## src/rtl/sactl_pkg.sv

```systemverilog
`timescale 1ns / 1ps
package sactl_pkg;

  localparam int SET_COUNT  = 64;
  localparam int NUM_WAYS   = 4;
  localparam int ADDR_WIDTH = 48;

  localparam int SET_BITS = (SET_COUNT > 1) ? $clog2(SET_COUNT) : 1;
  localparam int WAY_BITS = (NUM_WAYS > 1) ? $clog2(NUM_WAYS) : 1;
  localparam int NUM_PAIRS = (NUM_WAYS + 1) / 2;
  localparam int TAG_W    = ADDR_WIDTH;
  localparam int STAMP_W  = 64;
  localparam int CNT_W    = 32;

  localparam int POL_W = 1;
  localparam int OFF_W = 4;
  localparam int SIB_W = 3;
  localparam int WIU_W = 3;
  localparam int SH_W  = OFF_W + 1;

  localparam int CFG_IDX_W = 2;
  localparam int CFG_DW    = 4;

  localparam int IN_W        = ((ADDR_WIDTH + 7) / 8) * 8;
  localparam int OUT_FIELD_W = 1 + WAY_BITS + 1 + 2 * CNT_W;
  localparam int OUT_W       = ((OUT_FIELD_W + 7) / 8) * 8;

  localparam logic [POL_W-1:0] POL_LRU = 1'b0;
  localparam logic [POL_W-1:0] POL_FIFO = 1'b1;

  localparam logic [OFF_W-1:0] OFF_RST = 4'd6;
  localparam logic [SIB_W-1:0] SIB_RST = 3'd6;
  localparam logic [WIU_W-1:0] WIU_RST = 3'd4;

  typedef enum logic [CFG_IDX_W-1:0] {
    REG_POLICY   = 2'd0,
    REG_OFFSET   = 2'd1,
    REG_SET_BITS = 2'd2,
    REG_WAYS     = 2'd3
  } cfg_reg_t;

  typedef enum logic [1:0] {
    ST_IDLE   = 2'd0,
    ST_LOOKUP = 2'd1,
    ST_SELECT = 2'd2,
    ST_COMMIT = 2'd3
  } state_t;

  typedef struct packed {
    logic [TAG_W-1:0]   tag;
    logic [STAMP_W-1:0] last_use;
    logic [STAMP_W-1:0] fill;
  } way_entry_t;

  typedef way_entry_t [NUM_WAYS-1:0] row_t;

  typedef struct packed {
    logic [POL_W-1:0]    policy;
    logic [NUM_WAYS-1:0] way_mask;
    logic [NUM_WAYS-1:0] valid;
    logic [TAG_W-1:0]    tag;
  } lk_ctl_t;

  typedef struct packed {
    logic                hit;
    logic [WAY_BITS-1:0] way;
    logic                evicted;
  } lk_res_t;

endpackage

```

## src/rtl/sactl_victim.sv

```systemverilog
`timescale 1ns / 1ps
module sactl_victim
  import sactl_pkg::*;
(
  input  logic    clk,
  input  lk_ctl_t ctl,
  input  row_t    row,
  output lk_res_t res
);

  // stage 1: tag compare, first free way, pairwise stamp minimum
  logic                 hit_r;
  logic [WAY_BITS-1:0]  hit_way_r;
  logic                 free_r;
  logic [WAY_BITS-1:0]  free_way_r;
  logic [NUM_PAIRS-1:0] pv_r;
  logic [STAMP_W-1:0]   ps_r [NUM_PAIRS];
  logic [WAY_BITS-1:0]  pw_r [NUM_PAIRS];

  logic                 hit_c;
  logic [WAY_BITS-1:0]  hit_way_c;
  logic                 free_c;
  logic [WAY_BITS-1:0]  free_way_c;
  logic [STAMP_W-1:0]   s_c  [NUM_WAYS];
  logic [NUM_PAIRS-1:0] pv_c;
  logic [STAMP_W-1:0]   ps_c [NUM_PAIRS];
  logic [WAY_BITS-1:0]  pw_c [NUM_PAIRS];

  always_comb begin
    hit_c      = 1'b0;
    hit_way_c  = '0;
    free_c     = 1'b0;
    free_way_c = '0;
    for (int w = NUM_WAYS - 1; w >= 0; w--) begin
      s_c[w] = (ctl.policy == POL_FIFO) ? row[w].fill : row[w].last_use;
      if (ctl.way_mask[w] && ctl.valid[w] && (row[w].tag == ctl.tag)) begin
        hit_c     = 1'b1;
        hit_way_c = WAY_BITS'(w);
      end
      if (ctl.way_mask[w] && !ctl.valid[w]) begin
        free_c     = 1'b1;
        free_way_c = WAY_BITS'(w);
      end
    end
    for (int p = 0; p < NUM_PAIRS; p++) begin
      pv_c[p] = ctl.way_mask[2*p];
      ps_c[p] = s_c[2*p];
      pw_c[p] = WAY_BITS'(2*p);
      if ((2*p + 1 < NUM_WAYS) && ctl.way_mask[(2*p+1) % NUM_WAYS] &&
          (s_c[(2*p+1) % NUM_WAYS] < s_c[2*p])) begin
        ps_c[p] = s_c[(2*p+1) % NUM_WAYS];
        pw_c[p] = WAY_BITS'(2*p + 1);
      end
    end
  end

  always_ff @(posedge clk) begin
    hit_r      <= hit_c;
    hit_way_r  <= hit_way_c;
    free_r     <= free_c;
    free_way_r <= free_way_c;
    pv_r       <= pv_c;
    for (int p = 0; p < NUM_PAIRS; p++) begin
      ps_r[p] <= ps_c[p];
      pw_r[p] <= pw_c[p];
    end
  end

  // stage 2: minimum across pairs, final way choice
  logic [STAMP_W-1:0]  best_s_c;
  logic [WAY_BITS-1:0] best_w_c;
  lk_res_t             res_c;
  lk_res_t             res_r;

  always_comb begin
    best_s_c = ps_r[0];
    best_w_c = pw_r[0];
    for (int p = 1; p < NUM_PAIRS; p++) begin
      if (pv_r[p] && (ps_r[p] < best_s_c)) begin
        best_s_c = ps_r[p];
        best_w_c = pw_r[p];
      end
    end
    res_c.hit     = hit_r;
    res_c.evicted = !hit_r && !free_r;
    if (hit_r) begin
      res_c.way = hit_way_r;
    end else if (free_r) begin
      res_c.way = free_way_r;
    end else begin
      res_c.way = best_w_c;
    end
  end

  always_ff @(posedge clk) begin
    res_r <= res_c;
  end

  assign res = res_r;

endmodule

```

## config.mk

```make
export PLATFORM = sky130hd
export DESIGN_NAME = sactl_victim
export DESIGN_NICKNAME = d
export VERILOG_FILES = /design/src/rtl/sactl_pkg.sv /design/src/rtl/sactl_victim.sv
export SDC_FILE = /design/constraint.sdc
export NUM_CORES = 1
export LEC_CHECK = 0
export ABC_AREA = 0
export BUFFER_PORTS_ARGS = -buffer_cell sky130_fd_sc_hd__buf_4
export CORE_AREA = 2 2 297 299
export DETAILED_ROUTE_END_ITERATION = 6
export DIE_AREA = 0 0 299 301
export PLACE_DENSITY = 0.38
export SYNTH_ARGS = -nofsm -noshare
export SYNTH_HDL_FRONTEND = slang
export SYNTH_SLANG_ARGS = --single-unit
```

## constraint.sdc

```tcl
create_clock -name clk -period 3.8 [get_ports clk]
set_input_delay 0 -clock clk [delete_from_list [all_inputs] [get_ports clk]]
set_output_delay 0 -clock clk [all_outputs]
set_load 0.05 [all_outputs]
```

==> qor.csv <==
stage,metric,value,unit
logic_synthesis,synthArstFlopShare,0,%
logic_synthesis,synth-seq-cells,141,
route,routed_wl,84300,um
placement,place_area,22100,um2
final_layout,fin_util,31.6,%
critical_path,crit_fanout,25,
route,drt-vias-per-instance,4.03,
route,drc,0,
outcome,status,"finished, violations left",
route,wire_per_inst,20.9,um
power,finalPower,6750,uW
logic_synthesis,syn_area_per_cell,9.15,um2
grt,grt_antenna_before_repair,12,
clock_network,cts_tree,done,
critical_path,path_class,input port to flip-flop,
clock_network,clk_latency,0.47,ns
clock_network,cts.clk_slew.worst_paths,0.06,ns
power,p_leak,0.0141,uW
critical_path,worstSetupStartpointType,input port,
route,first_pass_iters,4,
final_layout,mostFrequentLayoutCells,"buf_4 (884), dlygate4sd3_1 (460), mux2i_1 (378)",
critical_path,worstPathArrival,3.90,ns
timing,max_slew.worst_pin.slew,1.08,ns
logic_synthesis,ys_types,51,
final_layout,syn_to_final_growth,95.5,%
route,vias,16300,
placement,dpl.hpwl,72000,um
floorplanning,die_h,301,um
timing,finalSetupViolCount,0,
route,ant_nets,0,
grt,grt_pass1_wl,120000,um
grt,overflow,0,
placement,numPortBuffers,765,
min_path,hp-class,input port to flip-flop,
outcome,violations,negative hold slack,
timing,max_freq,283,MHz
route,drtIter0Drc,535,
grt,grt_max_degree,45,
floorplanning,die_x,299,um
clock_network,clock-sinks,141,
job,cap_violations,0,
placement,routabilityCongestion,0.907,
timing,rsz0062_at_grt,false,
final_layout,nets,3809,
timing,holdWs,-0.00195,ns
logic_synthesis,syn_area,14000,um2
final_layout,drive_gt1_share,32.8,%
clock_network,cts_inserted_buffers,17,
floorplanning,row_count,108,
floorplanning,core-area,86500,um2
clock_network,cts_buffer_depth,2,
grt,first_global_vias,18400,
clock_network,cts_htree_levels,4,
power,power.density,247,nW/um2
timing,min_period,3.53,ns
timing,slew_viol_final,0,
logic_synthesis,synthesis.instances,1530,
floorplanning,io_pins,766,
logic_synthesis,synth_fp_nets,2481,
timing,finalClockSkew,0.00706,ns
floorplanning,initial_utilization,16.2,%
timing,post-route-period-util,93.0,%
final_layout,final_common_cell,buf_4,
timing,slew_headroom,25.8,%
critical_path,required,4.17,ns
logic_synthesis,yosysSeqAreaShare,20.2,%
critical_path,setup.worst_path.end_class,flip-flop,
logic_synthesis,synth_enable_flop_cells,0,
logic_synthesis,yosysWarnings,0,
power,max-vdd-ir-drop,229,uV
timing,report.final.hold_viol_count,1,
final_layout,num-fill-cells,9178,
clock_network,cts-root-buf,clkbuf_16,
logic_synthesis,synthFlopType,dfxtp_1,
grt,grt.total_usage,18.3,%
floorplanning,die_area,90000,um2
final_layout,stdcell_area,27400,um2
-- cell usage after synthesis (4+ instances only) --
library cell	count	area (um2)
clkbuf_1	9	33.8
buf_6	10	113
nand3_1	16	80.1
o21ai_0	23	115
xnor2_1	93	815
xor2_1	88	771
nor2_1	25	93.8
nand4_1	58	363
a21o_1	58	435
mux2i_1	379	3790
o21a_1	6	45.0
dfxtp_1	141	2820
o31ai_1	5	37.5
nor2b_1	10	62.6
a21oi_1	51	255
o22ai_1	5	31.3
nor4_1	28	175
inv_1	203	762
nor3_1	17	85.1
and4_1	5	43.8
nand2_1	19	71.3
o211ai_1	4	30.0
buf_1	25	93.8
a211oi_1	12	90.1
a221oi_1	4	35.0
o2111ai_1	4	35.0
buf_2	4	20.0
ha_1	189	2360
-- per-layer routing --
layer | vias up | part of all wire, % | global-route usage [%]
met5 | - | 0.083 | 0
met4 | 10 | 2.2 | 4.51
met3 | 62 | 6.6 | 4.89
met2 | 548 | 54 | 36.3
met1 | 7523 | 37 | 18.9
li1 | 8123 | - | -
-- stage by stage --
| stage | setup TNS (ns) | std cells | setup WS (ns) |
|---|---|---|---|
| 6_report | 0 | 4034 | 0.267 |
| 5_1_grt | 0 | 4029 | 0.0838 |
| 4_1_cts | 0 | 4025 | 0.0244 |
| 3_5_place_dp | -33.31 | 3533 | -0.451 |
| 3_3_place_gp | -29.80 | 3533 | -0.396 |
| 2_1_floorplan | 0 | 1530 | 0.322 |
-- layout make-up --
cell class | instances | area, um2 | share of cell area, %
multi-input combinational | 1136 | 10200 | 37.2
clock inverter | 13 | 140 | 0.512
tap | 1155 | 1450 | 5.28
sequential | 141 | 2820 | 10.3
inverter | 203 | 762 | 2.78
antenna | 8 | 20.0 | 0.0731
timing repair buffer | 1359 | 11500 | 42.2
clock buffer | 19 | 453 | 1.65
-- flip-flops by register name (all words and copies together) (netlist names) --
signal,flops
hit_way_r,2
free_r,1
hit_r,1
pw_r,2
free_way_r,2
pv_r,1
ps_r,128
res,4
-- cells by family (layout without fill, tap and decap cells) --
kind of cell    after synthesis  in the layout  synth area share [%]
xor+xnor                    181            181                  11.3
flops                       141            141                  20.2
mux                         381            381                  27.4
other cells                   0              8                     0
compound gates              190            190                  8.93
fa+ha+maj                   189            189                  16.9
simple gates                195            195                  7.86
buf+inv                     253           1594                  7.41
-- worst paths after layout --
check | slack (ns) | cells after the start | to | from
worst min register to register | 0.46 | 0 | res[3] | hit_r
worst min-delay path | -0.002 | 3 | ps_r[0][118] | row[582]
worst max register to register | 0.72 | 10 | res[2] | ps_r[0][41]
worst max-delay path | 0.27 | 15 | ps_r[0][91] | row[411]
-- power breakdown --
| part | switching (uW) | total, uW | internal [uW] |
|---|---|---|---|
| combinational | 1420 | 3260 | 1840 |
| clock | 724 | 1720 | 1000 |
| sequential | 78.5 | 1770 | 1690 |
| total | 2230 | 6750 | 4520 |
-- what timing repair did --
action / CTS / global route
hold buffers: 460 / 0
resized for setup: 0 / 3
setup buffers: 0 / 0
endpoints found under the hold margin: 129 / 0
endpoints found under the setup margin: 0 / 8
-- worst max-delay path: stages --
cell	delay (ns)
dlygate4sd3_1	0.56
buf_4	0.11
mux2i_1	0.06
dlygate4sd3_1	0.57
buf_4	0.15
ha_1	0.29
nand4_1	0.25
or3_1	0.51
nor2_1	0.19
o211ai_1	0.18
o211ai_1	0.30
a31oi_4	0.06
buf_12	0.21
buf_4	0.18
mux2i_1	0.25
(Power assumes the default switching activity.)
